==> config.mk <==
export PLATFORM = sky130hd
export DESIGN_NAME = modified_utf8_string_decoder
export DESIGN_NICKNAME = d
export VERILOG_FILES = /design/src/sv/mu8d_pkg.sv /design/src/sv/mu8d_front.sv /design/src/sv/mu8d_fifo.sv /design/src/sv/mu8d_back.sv /design/src/sv/modified_utf8_string_decoder.sv
export SDC_FILE = /design/constraint.sdc
export NUM_CORES = 1
export LEC_CHECK = 0
export ABC_AREA = 1
export BUFFER_PORTS_ARGS = -buffer_cell sky130_fd_sc_hd__buf_2
export CORE_AREA = 3 3 99 101
export CTS_BUF_LIST = sky130_fd_sc_hd__clkbuf_4 sky130_fd_sc_hd__clkbuf_8
export CTS_CLUSTER_SIZE = 20
export DETAILED_ROUTE_END_ITERATION = 16
export DIE_AREA = 0 0 102 104
export PLACE_DENSITY_LB_ADDON = 0.12
export SKIP_CTS_REPAIR_TIMING = 1
export SLEW_MARGIN = 20
export SYNTH_ARGS = -nofsm -noshare
export SYNTH_HDL_FRONTEND = slang
export SYNTH_SLANG_ARGS = --single-unit
export TNS_END_PERCENT = 100
==> constraint.sdc <==
create_clock -name aclk -period 5.8 [get_ports aclk]
set_input_delay 1.45 -clock aclk [delete_from_list [all_inputs] [get_ports aclk]]
set_output_delay 1.45 -clock aclk [all_outputs]
set_load 0.02 [all_outputs]
==> src/sv/mu8d_pkg.sv <==
// Types and constants shared by the modified UTF-8 string decoder modules.
package mu8d_pkg;

    localparam int FifoDepth = 4;
    localparam int FifoAw    = $clog2(FifoDepth);
    localparam int FifoCw    = $clog2(FifoDepth + 1);

    // Result status codes.
    localparam logic [1:0] ST_OK       = 2'd0;
    localparam logic [1:0] ST_BAD_CONT = 2'd1;
    localparam logic [1:0] ST_BAD_LEAD = 2'd2;
    localparam logic [1:0] ST_TRUNC    = 2'd3;

    // Framing state of the front end.
    typedef enum logic [1:0] {
        FR_LEN_HI,
        FR_LEN_LO,
        FR_BODY
    } front_state_t;

    // Decoding state of the back end.
    typedef enum logic [1:0] {
        BK_LEAD,
        BK_CONT1,
        BK_CONT2,
        BK_SKIP
    } back_state_t;

    // One classified item passed from the front end to the back end.
    typedef struct packed {
        logic [7:0] data;
        logic       last;   // final body byte of the string
        logic       lt2;    // fewer than two body bytes follow this one
        logic       empty;  // stands for a zero-length string, data unused
    } item_t;

endpackage

==> src/sv/mu8d_front.sv <==
// Front end: parses the length header, tags each body byte with its framing and marks zero-length strings.
module mu8d_front (
    input  logic            aclk,
    input  logic            aresetn,
    input  logic            in_valid,
    input  logic [7:0]      in_byte,
    output logic            in_ready,
    input  logic            push_ready,
    output logic            push_valid,
    output mu8d_pkg::item_t push_item
);

    mu8d_pkg::front_state_t phase_reg, phase_next;
    logic [7:0]             length_high_reg, length_high_next;
    logic [15:0]            bytes_left_reg, bytes_left_next;
    logic                   accept;
    logic [15:0]            length_full;
    logic [15:0]            left_after;

    assign in_ready    = push_ready;
    assign accept      = in_valid && push_ready;
    assign length_full = {length_high_reg, in_byte};
    assign left_after  = bytes_left_reg - 16'd1;

    always_ff @(posedge aclk) begin
        if (!aresetn) begin
            phase_reg       <= mu8d_pkg::FR_LEN_HI;
            length_high_reg <= '0;
            bytes_left_reg  <= '0;
        end else begin
            phase_reg       <= phase_next;
            length_high_reg <= length_high_next;
            bytes_left_reg  <= bytes_left_next;
        end
    end

    always_comb begin
        phase_next       = phase_reg;
        length_high_next = length_high_reg;
        bytes_left_next  = bytes_left_reg;
        if (accept) begin
            unique case (phase_reg)
                mu8d_pkg::FR_LEN_HI: begin
                    length_high_next = in_byte;
                    phase_next       = mu8d_pkg::FR_LEN_LO;
                end
                mu8d_pkg::FR_LEN_LO: begin
                    bytes_left_next = length_full;
                    phase_next      = (length_full == 16'd0) ? mu8d_pkg::FR_LEN_HI
                                                             : mu8d_pkg::FR_BODY;
                end
                mu8d_pkg::FR_BODY: begin
                    bytes_left_next = left_after;
                    if (left_after == 16'd0) begin
                        phase_next = mu8d_pkg::FR_LEN_HI;
                    end
                end
                default: phase_next = mu8d_pkg::FR_LEN_HI;
            endcase
        end
    end

    always_comb begin
        push_valid      = 1'b0;
        push_item.data  = in_byte;
        push_item.last  = 1'b1;
        push_item.lt2   = 1'b1;
        push_item.empty = 1'b0;
        unique case (phase_reg)
            mu8d_pkg::FR_LEN_LO: begin
                // Only a zero length yields an item: the empty-string marker.
                push_valid      = accept && (length_full == 16'd0);
                push_item.empty = 1'b1;
            end
            mu8d_pkg::FR_BODY: begin
                push_valid     = accept;
                push_item.last = (left_after == 16'd0);
                push_item.lt2  = (bytes_left_reg <= 16'd2);
            end
            default: push_valid = 1'b0;
        endcase
    end

endmodule

==> src/sv/mu8d_fifo.sv <==
// Short queue that decouples the front end from the back end.
module mu8d_fifo (
    input  logic            aclk,
    input  logic            aresetn,
    input  logic            wr_valid,
    input  mu8d_pkg::item_t wr_item,
    output logic            wr_ready,
    output logic            rd_valid,
    output mu8d_pkg::item_t rd_item,
    input  logic            rd_take
);

    mu8d_pkg::item_t                   mem [mu8d_pkg::FifoDepth];
    logic [mu8d_pkg::FifoAw-1:0]       wr_ptr_reg, wr_ptr_next;
    logic [mu8d_pkg::FifoAw-1:0]       rd_ptr_reg, rd_ptr_next;
    logic [mu8d_pkg::FifoCw-1:0]       count_reg, count_next;
    logic                              do_wr;
    logic                              do_rd;

    assign wr_ready = (count_reg != mu8d_pkg::FifoCw'(mu8d_pkg::FifoDepth));
    assign rd_valid = (count_reg != '0);
    assign rd_item  = mem[rd_ptr_reg];
    assign do_wr    = wr_valid && wr_ready;
    assign do_rd    = rd_take && rd_valid;

    always_comb begin
        wr_ptr_next = do_wr ? wr_ptr_reg + 1'b1 : wr_ptr_reg;
        rd_ptr_next = do_rd ? rd_ptr_reg + 1'b1 : rd_ptr_reg;
        count_next  = count_reg;
        if (do_wr && !do_rd) begin
            count_next = count_reg + 1'b1;
        end else if (do_rd && !do_wr) begin
            count_next = count_reg - 1'b1;
        end
    end

    always_ff @(posedge aclk) begin
        if (!aresetn) begin
            wr_ptr_reg <= '0;
            rd_ptr_reg <= '0;
            count_reg  <= '0;
        end else begin
            wr_ptr_reg <= wr_ptr_next;
            rd_ptr_reg <= rd_ptr_next;
            count_reg  <= count_next;
        end
    end

    always_ff @(posedge aclk) begin
        if (do_wr) begin
            mem[wr_ptr_reg] <= wr_item;
        end
    end

endmodule

==> src/sv/mu8d_back.sv <==
// Back end: assembles code units from body bytes and holds the result register.
module mu8d_back (
    input  logic            aclk,
    input  logic            aresetn,
    input  logic            item_valid,
    input  mu8d_pkg::item_t item,
    output logic            item_take,
    output logic            m_valid,
    input  logic            m_ready,
    output logic [15:0]     m_code_unit,
    output logic [1:0]      m_status,
    output logic            m_last_of_string,
    output logic            m_empty_string
);

    mu8d_pkg::back_state_t state_reg, state_next;
    logic [15:0]           partial_reg, partial_next;
    logic                  m_valid_reg, m_valid_next;
    logic [15:0]           code_reg;
    logic [1:0]            status_reg;
    logic                  last_reg;
    logic                  empty_reg;

    // Result produced by the item taken in this cycle.
    logic                  res_valid;
    logic [15:0]           res_code;
    logic [1:0]            res_status;
    logic                  res_last;
    logic                  res_empty;
    logic                  cont_ok;

    assign item_take = item_valid && (!m_valid_reg || m_ready);
    assign cont_ok   = (item.data[7:6] == 2'b10);

    always_ff @(posedge aclk) begin
        if (!aresetn) begin
            state_reg   <= mu8d_pkg::BK_LEAD;
            partial_reg <= '0;
            m_valid_reg <= 1'b0;
        end else begin
            state_reg   <= state_next;
            partial_reg <= partial_next;
            m_valid_reg <= m_valid_next;
        end
    end

    // Next-state logic.
    always_comb begin
        state_next   = state_reg;
        partial_next = partial_reg;
        if (item_take && !item.empty) begin
            unique case (state_reg)
                mu8d_pkg::BK_LEAD: begin
                    if (!item.data[7]) begin
                        state_next = mu8d_pkg::BK_LEAD;
                    end else if (item.data[7:5] == 3'b110) begin
                        partial_next = {5'd0, item.data[4:0], 6'd0};
                        state_next   = item.last ? mu8d_pkg::BK_LEAD : mu8d_pkg::BK_CONT1;
                    end else if (item.data[7:4] == 4'b1110) begin
                        partial_next = {item.data[3:0], 12'd0};
                        state_next   = item.lt2
                                       ? (item.last ? mu8d_pkg::BK_LEAD : mu8d_pkg::BK_SKIP)
                                       : mu8d_pkg::BK_CONT2;
                    end else begin
                        state_next = item.last ? mu8d_pkg::BK_LEAD : mu8d_pkg::BK_SKIP;
                    end
                end
                mu8d_pkg::BK_CONT2: begin
                    if (cont_ok) begin
                        partial_next = partial_reg | {4'd0, item.data[5:0], 6'd0};
                        state_next   = mu8d_pkg::BK_CONT1;
                    end else begin
                        state_next = item.last ? mu8d_pkg::BK_LEAD : mu8d_pkg::BK_SKIP;
                    end
                end
                mu8d_pkg::BK_CONT1: begin
                    if (cont_ok) begin
                        state_next = mu8d_pkg::BK_LEAD;
                    end else begin
                        state_next = item.last ? mu8d_pkg::BK_LEAD : mu8d_pkg::BK_SKIP;
                    end
                end
                mu8d_pkg::BK_SKIP: begin
                    if (item.last) begin
                        state_next = mu8d_pkg::BK_LEAD;
                    end
                end
                default: state_next = mu8d_pkg::BK_LEAD;
            endcase
        end else if (item_take) begin
            state_next = mu8d_pkg::BK_LEAD;
        end
    end

    // Result logic for the item being taken.
    always_comb begin
        res_valid  = 1'b0;
        res_code   = 16'd0;
        res_status = mu8d_pkg::ST_OK;
        res_last   = 1'b1;
        res_empty  = 1'b0;
        if (item.empty) begin
            res_valid = 1'b1;
            res_empty = 1'b1;
        end else begin
            unique case (state_reg)
                mu8d_pkg::BK_LEAD: begin
                    if (!item.data[7]) begin
                        res_valid = 1'b1;
                        res_code  = {8'd0, item.data};
                        res_last  = item.last;
                    end else if (item.data[7:5] == 3'b110) begin
                        res_valid  = item.last;
                        res_status = mu8d_pkg::ST_TRUNC;
                    end else if (item.data[7:4] == 4'b1110) begin
                        res_valid  = item.lt2;
                        res_status = mu8d_pkg::ST_TRUNC;
                    end else begin
                        res_valid  = 1'b1;
                        res_status = mu8d_pkg::ST_BAD_LEAD;
                    end
                end
                mu8d_pkg::BK_CONT2: begin
                    res_valid  = !cont_ok;
                    res_status = mu8d_pkg::ST_BAD_CONT;
                end
                mu8d_pkg::BK_CONT1: begin
                    res_valid = 1'b1;
                    if (cont_ok) begin
                        res_code = partial_reg | {10'd0, item.data[5:0]};
                        res_last = item.last;
                    end else begin
                        res_status = mu8d_pkg::ST_BAD_CONT;
                    end
                end
                mu8d_pkg::BK_SKIP: res_valid = 1'b0;
                default:           res_valid = 1'b0;
            endcase
        end
    end

    always_comb begin
        m_valid_next = m_valid_reg && !m_ready;
        if (item_take && res_valid) begin
            m_valid_next = 1'b1;
        end
    end

    always_ff @(posedge aclk) begin
        if (item_take && res_valid) begin
            code_reg   <= res_code;
            status_reg <= res_status;
            last_reg   <= res_last;
            empty_reg  <= res_empty;
        end
    end

    assign m_valid          = m_valid_reg;
    assign m_code_unit      = code_reg;
    assign m_status         = status_reg;
    assign m_last_of_string = last_reg;
    assign m_empty_string   = empty_reg;

endmodule

==> src/sv/modified_utf8_string_decoder.sv <==
// Top level of the modified UTF-8 string decoder: front end, queue and back end.
// Throughput: one byte per cycle while the queue is not full, set by the framing update in the front end.
// m_valid rises after the byte that completes a result has passed the queue and the back end's result register.
// A four-entry queue lets the header parser keep taking bytes while results stall, until the queue fills.
// Reset (aresetn low at a clock edge) empties the queue, returns the front end to
// waiting for the high byte of a length header and the back end to waiting for a lead byte.
module modified_utf8_string_decoder (
    input  logic        aclk,
    input  logic        aresetn,
    input  logic        s_valid,
    output logic        s_ready,
    input  logic [7:0]  s_in_byte,
    output logic        m_valid,
    input  logic        m_ready,
    output logic [15:0] m_code_unit,
    output logic [1:0]  m_status,
    output logic        m_last_of_string,
    output logic        m_empty_string
);

    logic            push_valid;
    logic            push_ready;
    mu8d_pkg::item_t push_item;
    logic            pop_valid;
    logic            pop_take;
    mu8d_pkg::item_t pop_item;

    mu8d_front u_front (
        .aclk       (aclk),
        .aresetn    (aresetn),
        .in_valid   (s_valid),
        .in_byte    (s_in_byte),
        .in_ready   (s_ready),
        .push_ready (push_ready),
        .push_valid (push_valid),
        .push_item  (push_item)
    );

    mu8d_fifo u_fifo (
        .aclk     (aclk),
        .aresetn  (aresetn),
        .wr_valid (push_valid),
        .wr_item  (push_item),
        .wr_ready (push_ready),
        .rd_valid (pop_valid),
        .rd_item  (pop_item),
        .rd_take  (pop_take)
    );

    mu8d_back u_back (
        .aclk             (aclk),
        .aresetn          (aresetn),
        .item_valid       (pop_valid),
        .item             (pop_item),
        .item_take        (pop_take),
        .m_valid          (m_valid),
        .m_ready          (m_ready),
        .m_code_unit      (m_code_unit),
        .m_status         (m_status),
        .m_last_of_string (m_last_of_string),
        .m_empty_string   (m_empty_string)
    );

endmodule
==> results of run 1 <==
## metrics by stage
stage          hold WS (ps)  cells  cell area, sq um  setup slack (ps)
3_3_place_gp          446.1    716              5575              2014
3_5_place_dp          451.6    716              5575              1978
6_report              464.0    732              5762              2306
4_1_cts               469.0    732              5762              2336
2_1_floorplan         430.2    588              5366              2445
5_1_grt               485.6    732              5762              2027
## cell type report
type	count	area, sq um	share of cell area
Multi-Input combinational cell	387	2111	0.3663
Inverter	72	270.3	0.04691
Tap cell	111	138.9	0.02410
Clock buffer	11	145.1	0.02519
Clock inverter	5	41.29	0.007166
Sequential cell	112	2883	0.5003
Timing Repair Buffer	34	172.7	0.02997
## worst min-delay path by stage
stage | end | slack, ps | depth (start not counted)
after floorplan | u_back.partial_reg[15] | 430 | 2
after global placement | u_back.partial_reg[14] | 450 | 2
after detailed placement | u_back.partial_reg[12] | 450 | 2
after CTS | u_back.partial_reg[12] | 470 | 2
after global routing | u_back.partial_reg[15] | 490 | 2
final | u_back.partial_reg[15] | 460 | 2
## logic make-up (layout without fill, tap and decap cells)
family	count (synthesis)	after routing	synth area share
AOI/OAI and AO/OA	116	116	0.1399
xor gates and xnor gates	4	4	0.007929
adders and majority gates	12	12	0.02938
buffers and inverters	89	122	0.06948
DFF	112	112	0.5372
and+or+nand+nor	255	255	0.2161
## Yosys cell counts, drive strengths merged (4+ instances only)
master / n
nand2: 126
nor2: 78
inv: 70
edfxtp: 64
a21oi: 52
dfxtp: 48
o21ai: 35
nand3: 31
nor3: 14
a221oi: 11
ha: 11
buf: 10
clkbuf: 7
a211oi: 4
a32o: 4
xor2: 4
## worst reg2reg max path, stage by stage, from the launching register on
cell                       delay (ps)
sky130_fd_sc_hd__dfxtp_1          340
sky130_fd_sc_hd__inv_1             80
sky130_fd_sc_hd__ha_1             620
sky130_fd_sc_hd__clkinv_1         660
sky130_fd_sc_hd__nand2_1          210
sky130_fd_sc_hd__nand2_1          200
sky130_fd_sc_hd__inv_1            100
sky130_fd_sc_hd__ha_1             140
sky130_fd_sc_hd__inv_1             70
sky130_fd_sc_hd__fa_1             390
sky130_fd_sc_hd__a21oi_1          140
sky130_fd_sc_hd__o21ai_0          120
sky130_fd_sc_hd__o21ai_0          180
sky130_fd_sc_hd__a21oi_1           60
## layer usage
| metal | wire length (um) | track usage |
|---|---|---|
| met1 | 5119 | 0.2959 |
| met2 | 6054 | 0.3974 |
| met3 | 436 | 0.04427 |
| met4 | 231 | 0.07123 |
| met5 | 0 | 0 |
## power breakdown
group | leakage (nW) | switching [W] | internal [W] | total (W)
Sequential | 0.989 | 0.000111 | 0.00105 | 0.00116
Clock | 0.0953 | 0.000267 | 0.000178 | 0.000445
Combinational | 1.18 | 0.00100 | 0.000429 | 0.00143
Total | 2.26 | 0.00138 | 0.00166 | 0.00303
==> run summary, run 1 <==
In this run the mean area of a mapped cell was 9.127 sq um. The slowest cell on the critical path is sky130_fd_sc_hd__fa_1. The sort of element at the start of the critical path is an input port. The final-layout setup total negative slack came out at 0 ps. The first global-routing pass estimated 19290 um of wire.

Setup repair after global routing left no endpoint under its margin. The routed via count is 4129. For the worst setup path, the data arrival time is 3750 ps. The y dimension of the die is 104 um.

The post-synthesis instance area is 5366 sq um. The total area inside the core boundary comes to 9109 sq um. The area added between synthesis and finish is 7.368%. The number of antenna diodes in the final layout is 0. The number of synthesized register bits is 112. The dominant synthesized flop cell is sky130_fd_sc_hd__edfxtp_1. The number of synthesized flops with an enable pin came out at 64. The total wire length is 11840 um. The filler cell count in the final layout came out at 770. The transition time at the pin with the least slew margin came out at 1060 ps. The worst reg-to-reg setup slack is 2400 ps. The clock-pin slew on the worst setup and hold paths is 100 ps. For the worst-skew pair, the clock arrives at the later sink with an insertion delay of 370 ps. The count of nets left with antenna violations after detail routing is 0. The number of instances in the synthesized netlist is 588.

Along the worst path, the maximum fanout reaches 9. The cell leakage power is 2.264 nW. The number of failing hold endpoints at the final stage came out at 0. The critical path endpoint category is a flip-flop.

For this configuration, the core starts out at a cell density of 0.5891. The fmax is 0.2862 GHz. The library cells used most frequently in the layout, excluding fill and tap cells, are sky130_fd_sc_hd__nand2_1 (112), sky130_fd_sc_hd__nor2_1 (70), sky130_fd_sc_hd__edfxtp_1 (64). The minimum clock period came out at 3494 ps. The post-synthesis async set-or-reset flop share is 0. In this run the clock root is driven by a sky130_fd_sc_hd__clkbuf_8.

TritonCTS built the clock tree. The leading area contributor after synthesis is sky130_fd_sc_hd__edfxtp_1. The layout net count came out at 640.

After legalization and detailed placement, the total HPWL measured 8586 um. Traced cell by cell, the critical path runs through buf_2, nor4_1, nand2_1, nor3_1, nand2_1, nand2_1, nand2_1, inv_1, ha_1, inv_1, fa_1, a21oi_1, o21ai_0, o21ai_0, a21oi_1. The worst setup path is of the input port to flip-flop kind. The floorplan die area is 10610 sq um. For this run, design rule violations remaining after detail routing come to 0. Between clock sinks in the finished design, the worst skew comes to 18.19 ps. The reg-to-reg endpoint is u_fifo.count_reg[2]. The critical path depth is 15. The critical path starts at s_in_byte[0]. By area the synthesized netlist is led by sky130_fd_sc_hd__edfxtp_1 (36%), sky130_fd_sc_hd__dfxtp_1 (18%), sky130_fd_sc_hd__nand2_1 (7.8%). The number of rows created at floorplan came out at 35. The proportion of synthesized chip area in sequential cells is 0.5372. The worst-case IR drop observed on VDD is 302.6 uV. Entering global routing, the biggest net connects 29 pins. In this run the worst setup path terminates at u_fifo.count_reg[2]. The floorplan step set the die width to 102 um. In this design, the stage delay of the slowest critical-path cell is 390 ps. The clock sink count came out at 112. In this run the power density over the cells is 526.4 nW/um^2. Across the run, the number of max-cap violations was 0. The startpoint identified for the worst register-to-register timing path is u_front.phase_reg[0]. The distinct cell type count of the synthesized netlist came out at 45. The number of cells on the worst reg-to-reg path came out at 13. The congestion estimate from routability-driven global placement came to 0.9521.

The number of input and output port buffers inserted came out at 33. The number of setup violations in the final report is 0. The aggregate global-route resource usage came out at 0.2327. The via-per-instance ratio came out at 5.641. The top-level I/O count came out at 34. Global routing finished with a remaining overflow of 0. The post-synth net total is 612. The number of DRC markers after the initial detailed-route iteration came out at 176.

The worst-case headroom to the max-slew limit came out at 0.2906. The kind of cell with the highest combined delay along the critical path is simple AND/OR/NAND/NOR gates. The number of buffers and inverters on the critical path is 3. The fraction of layout instances using a drive strength above 1 is 0.1514. The min-delay analysis places its worst path in the category flip-flop to flip-flop. The fraction of post-synthesis cell area in the top cell type by area is 0.3581. The critical path required time came out at 6050 ps. The flip-flop count of the largest register, all copies and words added is 44. The final standard cell utilization of the core came out at 0.6326. The dominant cell type by count on the critical path is sky130_fd_sc_hd__nand2_1. The clock tree buffer depth came out at 2. The H-tree was split into 3 levels.

Leaving out fill and tap cells, the most frequent cell in the layout is sky130_fd_sc_hd__nand2_1. The share of the cycle needed by the critical path after routing came out at 0.6025. The initial antenna violation count came out at 0. The start point of the worst hold path is u_back.partial_reg[15].

The flow ran to the end, and the final reports show no timing, DRC or antenna violations. Dividing the detail-routed wire length by the instance count gives 16.18 um. The completed layout was analyzed and its total power is 0.003033 W.

The via count of the first global-routing pass is 3898. The total CTS buffers is 9. The number of warnings reported in the yosys synthesis log came out at 0.

Before antenna repair, the detailed router went through 5 iterations. The final max-slew violation count came out at 0.
Power figures use the tool's default switching activity.
==> inputs of run 2 (changes only) <==
clock period = 3.5 ns   (was 5.8 ns; I/O delays follow)
==> run summary, run 2 (synthesis gave the netlist of run 1 again) <==
The run finished with clean final reports. The transition time at the pin with the least slew margin came out at 1067 ps (+6.387 ps). The tree is rooted in a sky130_fd_sc_hd__clkbuf_8. The flip-flop count of the largest register, all copies and words added came out at 44 (unchanged).

The number of DRC markers after the initial detailed-route iteration was 164 (-6.8%). The via count of the first global-routing pass is 4004 (+2.7%). The share of the cycle needed by the critical path after routing is 0.7802. The y dimension of the die came to 104 um (unchanged). The number of rows created at floorplan is 35 (unchanged). The placed cell area was 5658 sq um (+1.5%). The power per cell area came out at 861.3 nW/um^2 (+64%).

The area of combinational cells with multiple inputs is 2111 sq um (unchanged). The clock sink count came out at 112 (unchanged). The sort of element at the start of the critical path is an input port. The met2 capacity usage during global routing was 0.4044 (+0.006964). The die outline width came out at 102 um (unchanged). The final setup skew was 10.77 ps (-7.416 ps). The worst setup path is captured at a flip-flop.

The top cell types in the final layout, fill and taps aside, are sky130_fd_sc_hd__nand2_1 (112), sky130_fd_sc_hd__nor2_1 (70), sky130_fd_sc_hd__edfxtp_1 (64). The global routing met3 resource utilization came to 0.03152 (-0.01274). The peak ir drop on the vdd network is 446.1 uV (+47%). The number of input and output port buffers inserted came to 33 (unchanged).

The class of the most critical hold timing path is flip-flop to flip-flop. The type of the setup path with the least slack is input port to flip-flop. The first-pass iteration count of the detailed router came to 4 (-1). The number of setup violations in the final report was 0 (unchanged). The flip-flop and latch area is 2883 sq um (unchanged). The least setup slack across all paths after layout came out at 769.2 ps (-1536 ps). The placed wire-length estimate is 8662 um (+0.89%). The worst-case headroom to the max-slew limit came out at 0.2797 (-0.01095). The worst setup timing slack at the placement stage is 350.3 ps (-1628 ps). The floorplan core area is 9109 sq um (unchanged). The worst path needs 2731 ps of the cycle, external delays included. The critical path arrival was 3000 ps (-750 ps). The total CTS buffers came to 9 (unchanged). The count of nets left with antenna violations after detail routing is 0 (unchanged). The initial antenna violation count came out at 0 (unchanged). The effective utilization at floorplan is 0.5891 (unchanged). The floorplan die area came to 10610 sq um (unchanged). The clock-pin slew on the worst setup and hold paths is 110 ps (about the same). The final-layout setup total negative slack is 0 ps (unchanged). TritonCTS built the clock tree. The global-route track usage on met1 came out at 0.3019 (+0.005990). The layer flagged by global routing as most heavily used is met2. The post-layout instance area was 5837 sq um (+1.3%). The routed via count came out at 4117 (-0.29%). The total wire length came out at 11950 um (+0.88%). The overall power of the completed layout came out at 0.005027 W (+66%). The residual overflow from global routing is 0 (unchanged). The DRC violation count after routing is 0 (unchanged). The average wire length per cell after detail routing is 16.08 um (-0.62%). The maximum fanout along the worst path came out at 7 (-2). The layout net count is 651 (+1.7%).

The number of failing hold endpoints at the final stage came out at 0 (unchanged). Setup repair after global routing left no endpoint under its margin. The cell leakage power is 2.317 nW (+2.3%). The top-level I/O count is 34 (unchanged). The aggregate global-route resource usage was 0.2361 (+0.003409). The deepest level of the CTS H-tree is 3 (unchanged).

The critical path required time is 3770 ps (-2280 ps). The pin count of the biggest net entering global routing is 28 (-3.4%). The final estimated routing congestion in global placement is 0.9599 (+0.82%).

The total inserted antenna cells is 0 (unchanged). Leaving out fill and tap cells, the most frequent cell in the layout is sky130_fd_sc_hd__nand2_1. The worst-skew pair later-pin latency is 370 ps (about the same). The area added between synthesis and finish came out at 8.767%. The via-per-instance ratio was 5.541 (-1.8%).

The number of maximum-capacitance violations came to 0 (unchanged). The clock tree buffer depth is 2 (unchanged). The fraction of layout instances using a drive strength above 1 is 0.1661 (+0.01477).

The final max-slew violation count is 0 (unchanged). The filler cell count in the final layout came out at 761 (-1.2%). The fmax is 0.3662 GHz. The first-pass GRT wire length is 19610 um (+1.6%).
## run 2: changes by cell type in the layout (fill, tap and decap cells not counted)
cell	before	now
sky130_fd_sc_hd__buf_4	1	12
sky130_fd_sc_hd__clkbuf_4	1	0
sky130_fd_sc_hd__clkbuf_8	10	9
sky130_fd_sc_hd__clkinv_2	1	2
sky130_fd_sc_hd__inv_6	1	2
## run 2: through the flow
stage / hold slack, ps / utilization / instances
floorplan: 430.2 / - / 588
CTS: 467.3 / 0.6408 / 743
detailed placement: 451.1 / 0.6212 / 727
global placement: 446.6 / 0.6212 / 727
global route: 500.8 / 0.6408 / 743
finish: 467.6 / 0.6408 / 743
## run 2: layout make-up
cell class,count,share of cell area
timing repair buffer,45,0.04373
sequential,112,0.4939
inverter,72,0.04630
clock inverter,7,0.009432
clock buffer,9,0.02122
tap,111,0.02379
multi-input combinational,387,0.3616
## run 2: final timing paths
kind	cells past startpoint	slack, ps	end	start
worst max-delay path	15	770	u_fifo.count_reg[2]	s_in_byte[0]
worst min-delay path	2	470	u_back.partial_reg[14]	u_back.partial_reg[14]
worst max register to register	11	1100	u_back.m_code_unit[5]	flip-flop
worst min register to register	2	470	u_back.partial_reg[14]	u_back.partial_reg[14]
## run 2: where the power goes
group	internal [W]	leakage, nW	switching, W
Clock	0.000269	0.0919	0.000455
Combinational	0.000732	1.24	0.00169
Sequential	0.00174	0.989	0.000149
## run 2: layer usage
layer  up-vias  wire [um]
met5         -          0
met4         0        235
met3        17        502
met2       101       6248
met1      1930       4960
li1       2069          -
## run 2: worst max-delay path: stages
cell and delay [ps]:
sky130_fd_sc_hd__buf_2 140, sky130_fd_sc_hd__nor4_1 350, sky130_fd_sc_hd__nand2_1 100, sky130_fd_sc_hd__nor3_1 210, sky130_fd_sc_hd__nand2_1 80, sky130_fd_sc_hd__nand2_1 60, sky130_fd_sc_hd__nand2_1 60, sky130_fd_sc_hd__inv_1 60
sky130_fd_sc_hd__ha_1 130, sky130_fd_sc_hd__inv_1 70, sky130_fd_sc_hd__fa_1 390, sky130_fd_sc_hd__a21oi_1 140, sky130_fd_sc_hd__o21ai_0 110, sky130_fd_sc_hd__o21ai_0 160, sky130_fd_sc_hd__a21oi_1 50
==> inputs of run 3 (changes only) <==
ABC_AREA = 0   (was 1)
CORE_AREA = 3 3 98 100   (was 3 3 99 101)
DIE_AREA = 0 0 101 103   (was 0 0 102 104)
clock period = 2.7 ns   (was 3.5 ns; I/O delays follow)
==> run summary, run 3 <==
The filler cell count in the final layout is 664 (-13%). The floorplan core area is 8763 sq um (-3.8%). The y dimension of the die came out at 103 um (-0.96%). The fraction of layout instances using a drive strength above 1 is 0.2038 (+0.03767). The critical path endpoint category is a flip-flop. The deepest level of the CTS H-tree came out at 3 (unchanged). The first-pass GRT wire length came to 17950 um (-8.5%). The most common cell after layout, fill and taps aside is sky130_fd_sc_hd__edfxtp_1. The floorplan die area came out at 10400 sq um (-1.9%).

The critical path depth was 11 (-4). The final setup skew came out at 17.22 ps (+6.445 ps). The routed via count came out at 3747 (-9.0%).

The total CTS buffers came out at 9 (unchanged). The clock-pin slew on the worst setup and hold paths is 110 ps (about the same). Leaving out fill and tap cells, the most frequent cells in the layout are sky130_fd_sc_hd__edfxtp_1 (64), sky130_fd_sc_hd__dfxtp_1 (48), sky130_fd_sc_hd__nor2_1 (41). The peak per-stage delay on the critical path came to 330 ps (-60 ps).

The number of maximum-capacitance violations is 0 (unchanged). The pin count of the biggest net entering global routing is 33 (+18%). The placed cell area came out at 5689 sq um (+0.55%). The number of instances in the synthesized netlist is 472 (-20%). The number of failing hold endpoints at the final stage was 0 (unchanged).

For this run, the leading register cell type out of synthesis is sky130_fd_sc_hd__edfxtp_1. The filler-free cell count of the finished design came out at 633 (-15%). The total wire length came out at 11040 um (-7.6%). The maximum fanout along the worst path came out at 5 (-2).

The clock sink count is 112 (unchanged). The clock tree buffer depth is 2 (unchanged). The post-synthesis async set-or-reset flop share came out at 0 (unchanged). The worst-case headroom to the max-slew limit came out at 0.5445 (+0.2648). By count the netlist is led by sky130_fd_sc_hd__edfxtp_1 (64), sky130_fd_sc_hd__dfxtp_1 (48), sky130_fd_sc_hd__nor2_1 (41). The average wire length per cell after detail routing is 17.43 um (+8.4%).

The proportion of synthesized chip area in sequential cells came to 0.5525 (+0.01533). Dividing the final minimum period by the clock period gives 0.9501. Setup repair after global routing left no endpoint under its margin. The cell leakage power is 2.141 nW (-7.6%).

The first-pass iteration count of the detailed router is 5 (+1). The via count of the first global-routing pass is 3545 (-11%). On the critical path, the stage with the largest delay is an instance of sky130_fd_sc_hd__fa_2.

The post-layout instance area is 5893 sq um (+0.96%). The leading area contributor after synthesis is sky130_fd_sc_hd__edfxtp_1. The number of DRC markers after the initial detailed-route iteration was 188 (+15%). The run finished with clean final reports. The post-synth net total was 496 (-19%). The minimum hold slack is 479.5 ps (+11.97 ps). The fraction of post-synthesis cell area in the top cell type by area came out at 0.3683 (+0.01022).

The number of cells in the design after placement is 617 (-15%). The aggregate global-route resource usage came out at 0.2257 (-0.01041). The number of synthesized register bits is 112 (unchanged). The minimum clock period came out at 2565 ps.

The worst setup timing slack at the placement stage is -260.0 ps (-610.3 ps). The total inserted antenna cells is 0 (unchanged). The worst setup path is launched from an input port. The die outline width came out at 101 um (-0.98%). The number of setup violations in the final report is 0 (unchanged). The critical path arrival is 2880 ps (-120 ps). The layout net count is 544 (-16%). The most instantiated library cell after synthesis is sky130_fd_sc_hd__edfxtp_1. Traced cell by cell, the critical path runs through buf_2, nor4_2, nand4_1, o21ai_2, and2_1, ha_4, inv_1, fa_2, xor2_1, or3_1, a21oi_1.

In the post-synthesis netlist, the biggest area contributors are sky130_fd_sc_hd__edfxtp_1 (37%), sky130_fd_sc_hd__dfxtp_1 (18%), sky130_fd_sc_hd__mux4_2 (4.3%). Grouping stages by cell kind, the critical path spends the most delay in simple AND/OR/NAND/NOR gates. The residual overflow from global routing is 0 (unchanged). The top-level I/O count is 34 (unchanged). The critical path is of the input port to flip-flop type. The power per cell area is 945.0 nW/um^2 (+9.7%). The area added between synthesis and finish came out at 12.95%. The least setup slack across all paths after layout came out at 134.7 ps (-634.5 ps). The number of input and output port buffers inserted is 33 (unchanged). The worst-skew pair later-pin latency is 380 ps (about the same). The transition time at the pin with the least slew margin is 682.6 ps (-384.0 ps). The fmax is 0.3898 GHz.

The critical path required time is 3010 ps (-760 ps). The number of warnings reported in the yosys synthesis log came out at 0 (unchanged). The final estimated routing congestion in global placement came to 0.9028 (-5.9%). The count of nets left with antenna violations after detail routing was 0 (unchanged). The final max-slew violation count came to 0 (unchanged). The synthesized area per cell was 11.05 sq um (+21%).

The placed wire-length estimate came out at 7876 um (-9.1%). The initial antenna violation count is 0 (unchanged). The peak ir drop on the vdd network came out at 417.0 uV (-6.5%).

The distinct cell type count of the synthesized netlist is 66 (+47%). The number of cells on the worst reg-to-reg path is 10 (-1). The root buffer cell chosen for the clock tree is sky130_fd_sc_hd__clkbuf_8.

The flip-flop count of the largest register, all copies and words added is 44 (unchanged). The post-synthesis instance area came out at 5218 sq um (-2.8%). The effective utilization at floorplan came out at 0.5954 (+0.006226). The class of the most critical hold timing path is flip-flop to flip-flop. The worst hold path cell count came out at 2 (unchanged). The DRC violation count after routing is 0 (unchanged).

The number of rows created at floorplan is 34 (-2.9%). The via-per-instance ratio came out at 5.919 (+6.8%). TritonCTS built the clock tree. The number of synthesized flops with an enable pin was 64 (unchanged). The number of buffers and inverters on the critical path came out at 2 (-1).
==> run 3: report_power, final <==
part	internal, W	switching (W)	total [W]	leakage [nW]
clock	0.000455	0.000584	0.00104	0.107
combinational	0.000866	0.00127	0.00214	1.05
sequential	0.00216	0.000229	0.00239	0.983
total	0.00348	0.00209	0.00557	2.14
==> run 3: worst paths after layout <==
kind	startpoint	to	slack, ps
max	s_in_byte[1]	u_fifo.count_reg[2]	130
min	u_back.partial_reg[13]	u_back.partial_reg[13]	480
max reg2reg	u_front.length_high_reg[1]	u_fifo.count_reg[2]	190
min reg2reg	u_back.partial_reg[13]	u_back.partial_reg[13]	480
==> run 3: cell families after synthesis <==
family | count (synthesis) | synth area share
AND/OR/NAND/NOR | 175 | 0.1794
flip-flops | 112 | 0.5525
AO/OA/AOI/OAI | 108 | 0.1367
buffers and inverters | 43 | 0.03405
multiplexers | 13 | 0.05204
adder cells (fa/ha/maj) | 12 | 0.03022
XOR/XNOR | 9 | 0.01511
==> run 3: metrics by stage <==
step,utilization,total power (W),TNS [ps]
after floorplan,-,0.003923,0
final,0.6725,0.005569,0
after detailed placement,0.6492,0.004568,-260.0
after global placement,0.6492,0.004511,-214.9
after CTS,0.6725,0.005595,0
after global routing,0.6725,0.005931,0
==> run 3: routing by layer <==
metal / track usage / share of wire
met1: 0.2873 / 0.43
met2: 0.3792 / 0.49
met3: 0.04668 / 0.044
met4: 0.09202 / 0.033
met5: 0 / 0
==> run 3: final cells by class <==
type                       count  area (sq um)  area share
clock inverter                 6         72.57     0.01231
sequential                   112          2883      0.4892
timing repair buffer          64         410.4     0.06964
clock buffer                  10         131.4     0.02229
multi-input combinational    317          2201      0.3735
inverter                      16         60.06     0.01019
tap                          108         135.1     0.02293
==> run 3: tightest hold or removal path, cell delays in order (launching register included) <==
cell and delay (ps):
sky130_fd_sc_hd__dfxtp_1 330, sky130_fd_sc_hd__nand2b_1 60, sky130_fd_sc_hd__a21oi_1 50
